### config.mk
export PLATFORM = sky130hd
export DESIGN_NAME = hms_fifo
export DESIGN_NICKNAME = d
export VERILOG_FILES = /design/src/rtl/hms_pkg.sv /design/src/rtl/hms_fifo.sv
export SDC_FILE = /design/constraint.sdc
export NUM_CORES = 1
export LEC_CHECK = 0
export BUFFER_PORTS_ARGS = -buffer_cell sky130_fd_sc_hd__buf_4
export CAP_MARGIN = 15
export CORE_MARGIN = 2
export CORE_UTILIZATION = 55
export CTS_BUF_LIST = sky130_fd_sc_hd__clkbuf_4 sky130_fd_sc_hd__clkbuf_8 sky130_fd_sc_hd__clkbuf_16
export DETAILED_ROUTE_END_ITERATION = 10
export PLACE_DENSITY = 0.83
export SLEW_MARGIN = 30
export SYNTH_ARGS = -nofsm -noshare
export SYNTH_HDL_FRONTEND = slang
export SYNTH_SLANG_ARGS = --single-unit
### constraint.sdc
create_clock -name clk_i -period 17.9 [get_ports clk_i]
set_input_delay 3.58 -clock clk_i [delete_from_list [all_inputs] [get_ports clk_i]]
set_output_delay 3.58 -clock clk_i [all_outputs]
set_load 0.01 [all_outputs]
### src/rtl/hms_pkg.sv
// Shared types, constants and helpers for the heightmap bilinear sampler.
`default_nettype none
package hms_pkg;

  localparam int MAX_WIDTH   = 256;
  localparam int MAX_HEIGHT  = 256;
  localparam int DIM_W       = 9;
  localparam int STORE_DEPTH = 65536;
  localparam int STORE_AW    = $clog2(STORE_DEPTH);
  localparam int COORD_W     = 24;
  localparam int FIFO_DEPTH  = 2;
  localparam int FIFO_PW     = $clog2(FIFO_DEPTH);

  localparam logic [DIM_W-1:0] DIM_MAX_W = DIM_W'(MAX_WIDTH);
  localparam logic [DIM_W-1:0] DIM_MAX_H = DIM_W'(MAX_HEIGHT);
  localparam logic [DIM_W-1:0] DIM_MIN   = 9'd2;

  localparam logic [COORD_W-1:0] ONE_Q16 = 24'h01_0000;
  localparam logic [15:0]        ONE_Q14 = 16'd16384;

  // Input mode codes.
  localparam logic [1:0] MODE_WRITE  = 2'd0;
  localparam logic [1:0] MODE_HEIGHT = 2'd1;
  localparam logic [1:0] MODE_NORMAL = 2'd2;

  // Configuration register indexes.
  localparam logic [1:0] REG_MAP_WIDTH  = 2'd0;
  localparam logic [1:0] REG_MAP_HEIGHT = 2'd1;
  localparam logic [1:0] REG_HEIGHT_SCL = 2'd2;
  localparam logic [1:0] REG_INV_PATCH  = 2'd3;

  typedef enum logic [2:0] {
    KIND_WRITE,
    KIND_ZERO,
    KIND_FLAT,
    KIND_HEIGHT,
    KIND_NORMAL
  } kind_e;

  typedef struct packed {
    logic [DIM_W-1:0] map_width;
    logic [DIM_W-1:0] map_height;
    logic [15:0]      height_scale;
    logic [15:0]      inv_two_patch_world;
  } cfg_t;

  typedef struct packed {
    kind_e              kind;
    logic [COORD_W-1:0] fx;
    logic [COORD_W-1:0] fz;
    logic [COORD_W-1:0] fxl;
    logic [COORD_W-1:0] fxr;
    logic [COORD_W-1:0] fzd;
    logic [COORD_W-1:0] fzu;
    logic [15:0]        texel_index;
    logic [7:0]         texel_value;
  } item_t;

  function automatic logic [DIM_W-1:0] clamp_dim(logic [DIM_W-1:0] v, logic [DIM_W-1:0] maxv);
    clamp_dim = (v > maxv) ? maxv : v;
  endfunction

endpackage
`default_nettype wire

### src/rtl/hms_fifo.sv
// Short queue of classified items between the front end and the back end.
`default_nettype none
module hms_fifo
  import hms_pkg::*;
(
  input  wire logic  clk_i,
  input  wire logic  rst_ni,
  input  wire logic  push_valid_i,
  output logic       push_ready_o,
  input  wire item_t push_data_i,
  output logic       pop_valid_o,
  input  wire logic  pop_ready_i,
  output item_t      pop_data_o
);

  item_t              mem_q [FIFO_DEPTH];
  logic [FIFO_PW-1:0] wr_ptr_q, rd_ptr_q;
  logic [FIFO_PW:0]   count_q;
  logic               do_push, do_pop;

  assign push_ready_o = (count_q != (FIFO_PW+1)'(FIFO_DEPTH));
  assign pop_valid_o  = (count_q != '0);
  assign pop_data_o   = mem_q[rd_ptr_q];
  assign do_push      = push_valid_i && push_ready_o;
  assign do_pop       = pop_valid_o && pop_ready_i;

  always_ff @(posedge clk_i or negedge rst_ni) begin
    if (!rst_ni) begin
      wr_ptr_q <= '0;
      rd_ptr_q <= '0;
      count_q  <= '0;
    end else begin
      if (do_push) begin
        mem_q[wr_ptr_q] <= push_data_i;
        wr_ptr_q        <= FIFO_PW'(wr_ptr_q + 1'b1);
      end
      if (do_pop) begin
        rd_ptr_q <= FIFO_PW'(rd_ptr_q + 1'b1);
      end
      if (do_push && !do_pop) begin
        count_q <= count_q + 1'b1;
      end else if (do_pop && !do_push) begin
        count_q <= count_q - 1'b1;
      end
    end
  end

endmodule
`default_nettype wire

==> impl_metrics.ini <==
[routing]
first_pass_iters = 4
vias_per_cell = 5.207
routed_wl_mm = 26.40
drtAntennaViolNets = 0
drt_iter0_drc = 354
drc = 0
avgRoutedWirePerCell_um = 20.90
num_vias = 6576

[yosys]
ys_ff_latch = 346
syn_inst = 550
yosys.area_share.simple_pct = 0.3213
syn_area_mm2 = 0.01285
synth_nets = 726
synth.area.mux_share_pct = 17.32
synth_top_family_by_area = multiplexers
synth_adder_area_share_pct = 0.09736
syn_area_per_cell_um2 = 23.37
yosysUniqueCellTypes = 16
synthXorXnorAreaFrac_pct = 0.3408
yosys_warnings = 0
synth-compound-area-share_pct = 0
seq_area_frac_synth_pct = 80.69

[cts]
clock_sinks = 346
cts_buffer_depth = 3
numCtsBuffers = 36
clk_pin_slew_ns = 0.06
cts_resized = 0
clkLatencyLatePin_ns = 0.51
cts_hold_buf = 0
ctsRootBufferMaster = clkbuf_16
tritoncts = yes
post_cts_buffers = 0
ctsHtreeMaxLevel = 2

[layout]
mostFrequentLayoutCells = 349 x buf_4, 342 x edfxtp_1, 91 x mux2_2
stdcell_area_mm2 = 0.01696
area_growth_pct = 31.97
fin_nets = 1098
fillers = 1244
drive_above_1_share_pct = 62.00
final_common_cell = buf_4
utilization_pct = 74.46
num_antenna_cells = 0

[die]
coreArea_mm2 = 0.02278
initial_core_util_pct = 56.42
io_pins = 348
num_rows = 55
die_area_mm2 = 0.02461
die_w_um = 156.9
die_h_um = 156.9

[worst_setup_path]
required_ns = 14.32
r2r_start = count_q[0]
cp_max_fo = 64
worstPathCellList = buf_6 > mux2_2 > buf_4
r2r_cells = 4
arrival_ns = 2.72
cp.depth = 3
crit_path_end_kind = output pin
cpLargestDelayFamily = flip-flops
crit_start = rd_ptr_q
start_kind = flop
slowest_stage = dfrtp_4
worst-setup-path-type = reg -> out
slowest_delay_ns = 0.93
crit_buf_inv = 2

[sta]
finClkSkew_ns = 0.01733
rsz0062_at_grt = no
relSlewSlack_pct = 39.00
tightest_slew_ns = 0.9150
final_hold_viol_count = 0
hold_ws_ns = 0.5216
fin_setup_tns_ns = 0
max_freq_ghz = 0.1588
slew_viol_final = 0
period_needed_ns = 6.299
period_share_pct = 35.19
setup_violations = 0

[power_and_ir_drop]
leakagePower_nw = 6.533
power.total_mw = 2.529
ir_drop_mv = 0.1085
pwr_density_cell_mw_per_mm2 = 149.1

[global_route]
antenna_found_initial = 0
gr-usage-all-layers_pct = 20.78
grt_max_degree = 79
grt_pass1_wl_mm = 38.14
grt_pass1_vias = 6944
gr-total-overflow = 0

[place]
placed_area_mm2 = 0.01576
hpwl_mm = 17.47
port-buffer-count = 347
place_congestion = 0.7992

[hold_path]
worstHoldPathType = reg -> reg
min_path_cells = 1
hold_start = count_q[1]

[job]
cap_violations = 0

[status]
status = completed
where the power goes:
group / total [mW] / switching [mW] / leakage, nW / internal [mW]
combinational: 0.733 / 0.329 / 2.76 / 0.404
clock: 0.736 / 0.291 / 0.601 / 0.445
sequential: 1.06 / 0.0516 / 3.17 / 1.01
total: 2.53 / 0.672 / 6.53 / 1.86
layout make-up:
cell class                      count  area, um^2  area share, %
Clock buffer                       46        1011          5.961
Multi-Input combinational cell    185        2336          13.77
Tap cell                          313       391.6          2.309
Clock inverter                     20       182.7          1.077
Timing Repair Buffer              353        2665          15.71
Sequential cell                   346       10370          61.17
logic make-up (layout without fill, tap and decap cells):
group,Yosys count,count (layout)
xor gates and xnor gates,5,5
adders and majority gates,1,1
buffers and inverters,19,419
DFF,346,346
muxes,171,171
and+or+nand+nor,8,8
registers in the layout (all words and copies together) (netlist names):
name,flops
count_q,2
mem_q,342
rd_ptr_q,1
wr_ptr_q,1
worst paths after layout:
check | endpoint | slack (ns)
setup reg to reg | mem_q[0][140] | 15.23
setup / recovery | pop_data_o[152] | 11.60
hold reg to reg | count_q[1] | 0.52
min in group asynchronous | wr_ptr_q | 2.88
max in group asynchronous | rd_ptr_q | 14.90
hold / removal | count_q[1] | 0.52
through the flow:
stage,worst slack (ns),cells
6_report,11.60,1263
2_1_floorplan,6.450,550
3_3_place_gp,11.86,1197
4_1_cts,11.30,1263
3_5_place_dp,11.85,1197
5_1_grt,11.47,1263
synthesized netlist by cell type (all sizes together):
cell    number  area share, %
edfxtp     342             80
mux2       171             17
buf         19            1.2
dfrtp        4           0.78
xor2         3           0.20
nor2         2          0.058
xnor2        2           0.14
and2         1          0.049
and3         1          0.049
ha           1          0.097
nand2        1          0.029
nand2b       1          0.049
nand3        1          0.039
or2          1          0.049
per-layer routing:
metal	track usage, %	routed length (um)	up-vias
met5	0	0	-
met4	8.344	961	0
met3	8.806	2938	71
met2	35.07	13160	325
met1	23.38	9330	3242
li1	-	-	2938
(Power assumes the default switching activity.)
