File: src/rtl/hms_pkg.sv
// Shared types, constants and helpers for the heightmap bilinear sampler.
`default_nettype none
package hms_pkg;

  localparam int MAX_WIDTH   = 256;
  localparam int MAX_HEIGHT  = 256;
  localparam int DIM_W       = 9;
  localparam int STORE_DEPTH = 65536;
  localparam int STORE_AW    = $clog2(STORE_DEPTH);
  localparam int COORD_W     = 24;
  localparam int FIFO_DEPTH  = 2;
  localparam int FIFO_PW     = $clog2(FIFO_DEPTH);

  localparam logic [DIM_W-1:0] DIM_MAX_W = DIM_W'(MAX_WIDTH);
  localparam logic [DIM_W-1:0] DIM_MAX_H = DIM_W'(MAX_HEIGHT);
  localparam logic [DIM_W-1:0] DIM_MIN   = 9'd2;

  localparam logic [COORD_W-1:0] ONE_Q16 = 24'h01_0000;
  localparam logic [15:0]        ONE_Q14 = 16'd16384;

  // Input mode codes.
  localparam logic [1:0] MODE_WRITE  = 2'd0;
  localparam logic [1:0] MODE_HEIGHT = 2'd1;
  localparam logic [1:0] MODE_NORMAL = 2'd2;

  // Configuration register indexes.
  localparam logic [1:0] REG_MAP_WIDTH  = 2'd0;
  localparam logic [1:0] REG_MAP_HEIGHT = 2'd1;
  localparam logic [1:0] REG_HEIGHT_SCL = 2'd2;
  localparam logic [1:0] REG_INV_PATCH  = 2'd3;

  typedef enum logic [2:0] {
    KIND_WRITE,
    KIND_ZERO,
    KIND_FLAT,
    KIND_HEIGHT,
    KIND_NORMAL
  } kind_e;

  typedef struct packed {
    logic [DIM_W-1:0] map_width;
    logic [DIM_W-1:0] map_height;
    logic [15:0]      height_scale;
    logic [15:0]      inv_two_patch_world;
  } cfg_t;

  typedef struct packed {
    kind_e              kind;
    logic [COORD_W-1:0] fx;
    logic [COORD_W-1:0] fz;
    logic [COORD_W-1:0] fxl;
    logic [COORD_W-1:0] fxr;
    logic [COORD_W-1:0] fzd;
    logic [COORD_W-1:0] fzu;
    logic [15:0]        texel_index;
    logic [7:0]         texel_value;
  } item_t;

  function automatic logic [DIM_W-1:0] clamp_dim(logic [DIM_W-1:0] v, logic [DIM_W-1:0] maxv);
    clamp_dim = (v > maxv) ? maxv : v;
  endfunction

endpackage
`default_nettype wire

File: src/rtl/hms_if.sv
// Handshake interfaces for the sampler's input, result and configuration channels.
`default_nettype none
interface hms_in_if;
  logic               valid;
  logic               ready;
  logic [1:0]         mode;
  logic signed [31:0] u_coord;
  logic signed [31:0] v_coord;
  logic [15:0]        texel_index;
  logic [7:0]         texel_value;
  modport source (output valid, mode, u_coord, v_coord, texel_index, texel_value,
                  input ready);
  modport sink   (input valid, mode, u_coord, v_coord, texel_index, texel_value,
                  output ready);
endinterface

`default_nettype wire

File: src/rtl/hms_front.sv
// Front end: classifies each input item and maps its coordinates into texel space.
`default_nettype none
module hms_front
  import hms_pkg::*;
(
  input  wire cfg_t  cfg_i,
  hms_in_if.sink     in_i,
  output logic       push_valid_o,
  input  wire logic  push_ready_i,
  output item_t      push_data_o
);

  logic [DIM_W-1:0]   w, h;
  logic [DIM_W-1:0]   wm1_full, hm1_full;
  logic [7:0]         wm1, hm1;
  logic               no_map;
  logic [COORD_W-1:0] fx, fz, px, pz;
  logic [COORD_W:0]   sx, sz;

  always_comb begin
    w        = clamp_dim(cfg_i.map_width, DIM_MAX_W);
    h        = clamp_dim(cfg_i.map_height, DIM_MAX_H);
    no_map   = (w < DIM_MIN) || (h < DIM_MIN);
    wm1_full = w - 9'd1;
    hm1_full = h - 9'd1;
    wm1      = wm1_full[7:0];
    hm1      = hm1_full[7:0];
    fx = {8'd0, in_i.u_coord[15:0]} * {16'd0, wm1};
    fz = {8'd0, in_i.v_coord[15:0]} * {16'd0, hm1};
    px = {wm1, 16'd0};
    pz = {hm1, 16'd0};
    sx = {1'b0, fx} + {1'b0, ONE_Q16};
    sz = {1'b0, fz} + {1'b0, ONE_Q16};

    push_data_o.fx  = fx;
    push_data_o.fz  = fz;
    // Neighbor coordinates wrap with a period of one texel less than the map size.
    push_data_o.fxl = (fx >= ONE_Q16) ? (fx - ONE_Q16) : (fx + px - ONE_Q16);
    push_data_o.fzd = (fz >= ONE_Q16) ? (fz - ONE_Q16) : (fz + pz - ONE_Q16);
    push_data_o.fxr = (sx >= {1'b0, px}) ? COORD_W'(sx - {1'b0, px}) : sx[COORD_W-1:0];
    push_data_o.fzu = (sz >= {1'b0, pz}) ? COORD_W'(sz - {1'b0, pz}) : sz[COORD_W-1:0];
    push_data_o.texel_index = in_i.texel_index;
    push_data_o.texel_value = in_i.texel_value;

    case (in_i.mode)
      MODE_WRITE:  push_data_o.kind = KIND_WRITE;
      MODE_HEIGHT: push_data_o.kind = no_map ? KIND_ZERO : KIND_HEIGHT;
      MODE_NORMAL: push_data_o.kind = no_map ? KIND_FLAT : KIND_NORMAL;
      default:     push_data_o.kind = KIND_ZERO;
    endcase
  end

  assign push_valid_o = in_i.valid;
  assign in_i.ready   = push_ready_i;

endmodule
`default_nettype wire

File: src/flat_wrapper.sv
// flat-port wrapper written by rule: the top's interface ports become plain ports
module hms_front_flat import hms_pkg::*;
  (cfg_i, push_valid_o, push_ready_i, push_data_o, in_i_valid, in_i_mode, in_i_u_coord, in_i_v_coord, in_i_texel_index, in_i_texel_value, in_i_ready);
  hms_in_if in_i_i ();
  input  wire cfg_t cfg_i;
  output logic push_valid_o;
  input  wire logic push_ready_i;
  output item_t push_data_o;
  input wire logic [$bits(in_i_i.valid)-1:0] in_i_valid;
  input wire logic [$bits(in_i_i.mode)-1:0] in_i_mode;
  input wire logic [$bits(in_i_i.u_coord)-1:0] in_i_u_coord;
  input wire logic [$bits(in_i_i.v_coord)-1:0] in_i_v_coord;
  input wire logic [$bits(in_i_i.texel_index)-1:0] in_i_texel_index;
  input wire logic [$bits(in_i_i.texel_value)-1:0] in_i_texel_value;
  output wire logic [$bits(in_i_i.ready)-1:0] in_i_ready;
  assign in_i_i.valid = in_i_valid;
  assign in_i_i.mode = in_i_mode;
  assign in_i_i.u_coord = in_i_u_coord;
  assign in_i_i.v_coord = in_i_v_coord;
  assign in_i_i.texel_index = in_i_texel_index;
  assign in_i_i.texel_value = in_i_texel_value;
  assign in_i_ready = in_i_i.ready;
  hms_front u_core (.cfg_i(cfg_i), .in_i(in_i_i), .push_valid_o(push_valid_o), .push_ready_i(push_ready_i), .push_data_o(push_data_o));
endmodule
File: config.mk
export PLATFORM = sky130hd
export DESIGN_NAME = hms_front_flat
export DESIGN_NICKNAME = d
export VERILOG_FILES = /design/src/rtl/hms_pkg.sv /design/src/rtl/hms_if.sv /design/src/rtl/hms_front.sv /design/src/flat_wrapper.sv
export SDC_FILE = /design/constraint.sdc
export NUM_CORES = 1
export LEC_CHECK = 0
export ABC_AREA = 1
export BUFFER_PORTS_ARGS = -buffer_cell sky130_fd_sc_hd__buf_2
export CAP_MARGIN = 20
export CORE_MARGIN = 5
export CORE_UTILIZATION = 50
export DETAILED_ROUTE_END_ITERATION = 10
export PLACE_DENSITY_LB_ADDON = 0.08
export RECOVER_POWER = 100
export SLEW_MARGIN = 20
export SYNTH_ARGS = -nofsm -noshare
export SYNTH_HDL_FRONTEND = slang
export SYNTH_SLANG_ARGS = --single-unit
File: constraint.sdc
create_clock -name vclk -period 13.39
set_input_delay 2.0085 -clock vclk [all_inputs]
set_output_delay 2.0085 -clock vclk [all_outputs]
set_load 0.02 [all_outputs]
==> results.json, run 1 <==
{
  "grt_max_degree": 17,
  "cp_data_arrival_time_ns": 10.46,
  "post-route-drc-count": 0,
  "die_h_um": 172,
  "fp.dieArea_sq_mm": 0.0295,
  "fin_area_sq_mm": 0.0135,
  "cp_top_family": "simple AND/OR/NAND/NOR gates",
  "place_hpwl_um": 32000,
  "final_nets": 2624,
  "n_fill_cell": 2811,
  "area_growth_pct": 3.71,
  "period_share_pct": 93.1,
  "finalWeightedCongestion": 0.929,
  "layout_commonest_cell": "nand2_1",
  "rsz0062_at_grt": "false",
  "n_clock_buffer": 0,
  "seq_area_sq_um": 0,
  "final_cell_mix": "nand2_1 (545), inv_1 (500), nor2_1 (246), fa_1 (172), ha_1 (138)",
  "antenna_found_initial": 0,
  "post-place-ws_ns": 1.30,
  "n_antenna_cell": 0,
  "worst-path-buf-inv": 12,
  "tightest_slew_ns": 0.888,
  "grt.total_usage_pct": 24.6,
  "fin_tns_setup_ns": 0,
  "postRouteAntennaNets": 0,
  "grt_pass1_vias": 11851,
  "drt-pass1-iter-count": 5,
  "whs_ns": 4.02,
  "clock.fmax_ghz": 0.0802,
  "setup_ws_ns": 0.919,
  "vias": 12471,
  "min_path_type": "in2out",
  "grt_pass1_wl_um": 59600,
  "end_kind": "output pin",
  "port_buffers": 199,
  "met2_length_um": 15000,
  "coreArea_sq_mm": 0.0259,
  "startpoint_type": "input pin",
  "drive_gt1_share_pct": 8.16,
  "maxSlewHeadroom_pct": 40.8,
  "cts_hold_buf": 0,
  "hold_viol_final": 0,
  "grt-ovfl-total": 0,
  "initial_utilization_pct": 50.4,
  "io_pins": 315,
  "ys_types": 39,
  "fp.dieW_um": 172,
  "drt_iter0_drc": 778,
  "slew_viol_final": 0,
  "status": "finished clean",
  "slowest_delay_ns": 0.55,
  "critPathMostFrequentCell": "nand2_1",
  "wl_met1_um": 18300,
  "dr_wl_met3_um": 2770,
  "wl_per_cell_um": 14.5,
  "drt_wl_total_um": 36300,
  "netlist_instances": 2072,
  "cts_resized": 0,
  "yosysSeqAreaShare_pct": 0,
  "slowest_stage": "fa_1",
  "syn_nets": 2524,
  "crit_path_max_fanout": 16,
  "fp-row-count": 59,
  "yosysWarnings": 0,
  "highest_layer": "met4",
  "path_class": "in2out",
  "avgSynthCellArea_sq_um": 6.30,
  "maxCapViolCount": 0,
  "cp.required_ns": 11.38,
  "vias_per_cell": 4.98,
  "setup_violations": 0,
  "placed_cell_area_sq_mm": 0.0138,
  "synth.cell_area_sq_mm": 0.0131,
  "fin_crit_ns": 12.47,
  "post_cts_buffers": 0,
  "seq_cells": 0
}
[per-layer routing]
| layer | GRT usage [%] | up-vias |
|---|---|---|
| met5 | 0 | - |
| met4 | 1.79 | 0 |
| met3 | 1.75 | 24 |
| met2 | 37.4 | 391 |
| met1 | 39.7 | 5809 |
| li1 | - | 6247 |
[cell usage after synthesis (5+ instances only)]
master,number,area (sq um)
nor3_1,12,60.1
fa_1,172,3440
buf_4,91,683
nand3b_1,7,52.6
nor2_1,243,912
ha_1,138,1730
a21oi_1,40,200
nand3_2,8,80.1
nor2_2,10,62.6
o21ai_2,11,96.3
xnor2_1,12,105
inv_1,499,1870
nand2_1,538,2020
o21ai_0,24,120
clkbuf_1,12,45.0
or2_2,5,31.3
inv_2,20,75.1
nand3_1,90,450
nand2_2,26,163
nand4_1,31,194
xor2_1,27,236
o21ai_1,16,80.1
[cell type report]
| type | count | area (sq um) | area share, % |
|---|---|---|---|
| timing repair buffer | 212 | 952 | 7.03 |
| tap | 335 | 419 | 3.09 |
| inverter | 519 | 1950 | 14.4 |
| multi-input combinational | 1439 | 10200 | 75.5 |
[through the flow]
| step | utilization (%) | instances |
|---|---|---|
| 2_1_floorplan | - | 2072 |
| 3_3_place_gp | 53.1 | 2505 |
| 3_5_place_dp | 53.1 | 2505 |
| 4_1_cts | 53.1 | 2505 |
| 5_1_grt | 52.3 | 2505 |
| 6_report | 52.3 | 2505 |
[worst paths after layout]
kind | start | to | slack, ns | cells past startpoint
setup / recovery | cfg_i[40] | push_data_o[46] | 0.92 | 41
hold / removal | in_i_texel_index[4] | push_data_o[12] | 4.02 | 0
[kinds of logic (layout without fill, tap and decap cells)]
kind of cell             after synthesis  count (layout)  share of synthesized area [%]
adder cells (fa/ha/maj)              310             310                           39.6
AO/OA/AOI/OAI                        101             101                           4.37
XOR/XNOR                              39              39                           2.62
AND/OR/NAND/NOR                      989             989                           32.4
buffers and inverters                633             731                           21.1
Power of run 1 is not shown: default switching activity piles up to over one toggle a cycle in this logic, so the estimate is an artifact.
==> run 2, diff against run 1 <==
clock period = 15 ns   (was 13.39 ns; I/O delays follow)
==> run 2 against run 1 <==
Against the previous run: die area unchanged; sequential cell count unchanged; non-clock buffer count decreased by 10.
==> results.json, run 2 (synthesis results as in run 1) <==
{
  "hold_end": "push_data_o[12]",
  "wl_per_cell_um": 14.6,
  "period_share_pct": 91.9,
  "status": "finished clean",
  "rsz0062_at_grt": "false",
  "grt_max_degree": 17,
  "cts_resized": 0,
  "dr_wl_met3_um": 2820,
  "wl_met1_um": 18100,
  "area_growth_pct": 3.08,
  "grt-ovfl-total": 0,
  "io_pins": 315,
  "coreArea_sq_mm": 0.0259,
  "drive_gt1_share_pct": 7.50,
  "layout_commonest_cell": "nand2_1",
  "final_nets": 2614,
  "grt_pass1_wl_um": 59500,
  "cp_data_arrival_time_ns": 11.54,
  "clock.fmax_ghz": 0.0725,
  "fin_crit_ns": 13.79,
  "antenna_found_initial": 0,
  "min_path_type": "in2out",
  "seq_area_sq_um": 0,
  "slew_viol_final": 0,
  "cts_hold_buf": 0,
  "n_clock_buffer": 0,
  "cp.required_ns": 12.75,
  "place_hpwl_um": 31600,
  "die_h_um": 172,
  "finalWeightedCongestion": 0.934,
  "maxCapViolCount": 0,
  "holdPathStages": 0,
  "grt.total_usage_pct": 24.6,
  "slowest_stage": "nand2_1",
  "met2_length_um": 15000,
  "seq_cells": 0,
  "min_from": "in_i_texel_index[4]",
  "tightest_slew_ns": 0.853,
  "port_buffers": 199,
  "critPathMostFrequentCell": "nand2_1",
  "vias_per_cell": 5.03,
  "slowest_delay_ns": 0.61,
  "setup_violations": 0,
  "post-route-drc-count": 0,
  "drt-pass1-iter-count": 5,
  "drt_wl_total_um": 36400,
  "maxSlewHeadroom_pct": 43.0,
  "n_fill_cell": 2877,
  "vias": 12545,
  "hold_viol_final": 0,
  "highest_layer": "met4",
  "path_class": "in2out",
  "drt_iter0_drc": 899,
  "fp.dieArea_sq_mm": 0.0295,
  "multi_input_area_sq_mm": 0.0102,
  "fin_tns_setup_ns": 0,
  "postRouteAntennaNets": 0,
  "grt_pass1_vias": 11822,
  "crit_path_max_fanout": 16,
  "fp.dieW_um": 172,
  "startpoint_type": "input pin",
  "n_antenna_cell": 0,
  "final_cell_mix": "nand2_1 (542), inv_1 (500), nor2_1 (245), fa_1 (172), ha_1 (138)",
  "end_kind": "output pin",
  "fp-row-count": 59,
  "initial_utilization_pct": 50.4,
  "post_cts_buffers": 0
}
## run 2: cell type report
class	count	share of cell area, %
Multi-Input combinational cell	1439	76.0
Inverter	519	14.5
Timing Repair Buffer	202	6.45
Tap cell	335	3.11
## run 2: worst max path at each step
stage                         start               to  slack, ns  cells past startpoint
after CTS                 cfg_i[45]  push_data_o[95]       1.81                     41
final                     cfg_i[45]  push_data_o[92]       1.21                     40
after detailed placement  cfg_i[45]  push_data_o[95]       1.86                     41
after global placement    cfg_i[45]  push_data_o[95]       1.84                     41
after global routing      cfg_i[41]  push_data_o[88]       0.53                     41
after floorplan           cfg_i[40]  push_data_o[46]       3.15                     38
## run 2: metal layers
metal,track usage [%],up-vias
li1,-,6228
met1,39.4,5865
met2,36.9,415
met3,2.25,37
met4,2.51,0
met5,0,-
## run 2: critical path: cells and delay by family
family,cells,cell delay [ns]
AO/OA/AOI/OAI,6,1.46
adder cells (fa/ha/maj),8,3.49
buffers and inverters,9,1.00
AND/OR/NAND/NOR,17,3.31
## run 2: per-stage QoR
step	setup slack [ns]	instance area, sq um	std cells	util, %	hold WS [ns]
3_5_place_dp	1.86	13700	2495	52.9	4.50
2_1_floorplan	3.15	13100	2072	-	4.61
5_1_grt	0.530	13500	2495	52.0	4.50
6_report	1.21	13500	2495	52.0	4.50
4_1_cts	1.81	13700	2495	52.9	4.50
3_3_place_gp	1.84	13700	2495	52.9	4.50
Power of run 2 is left out for the same reason.
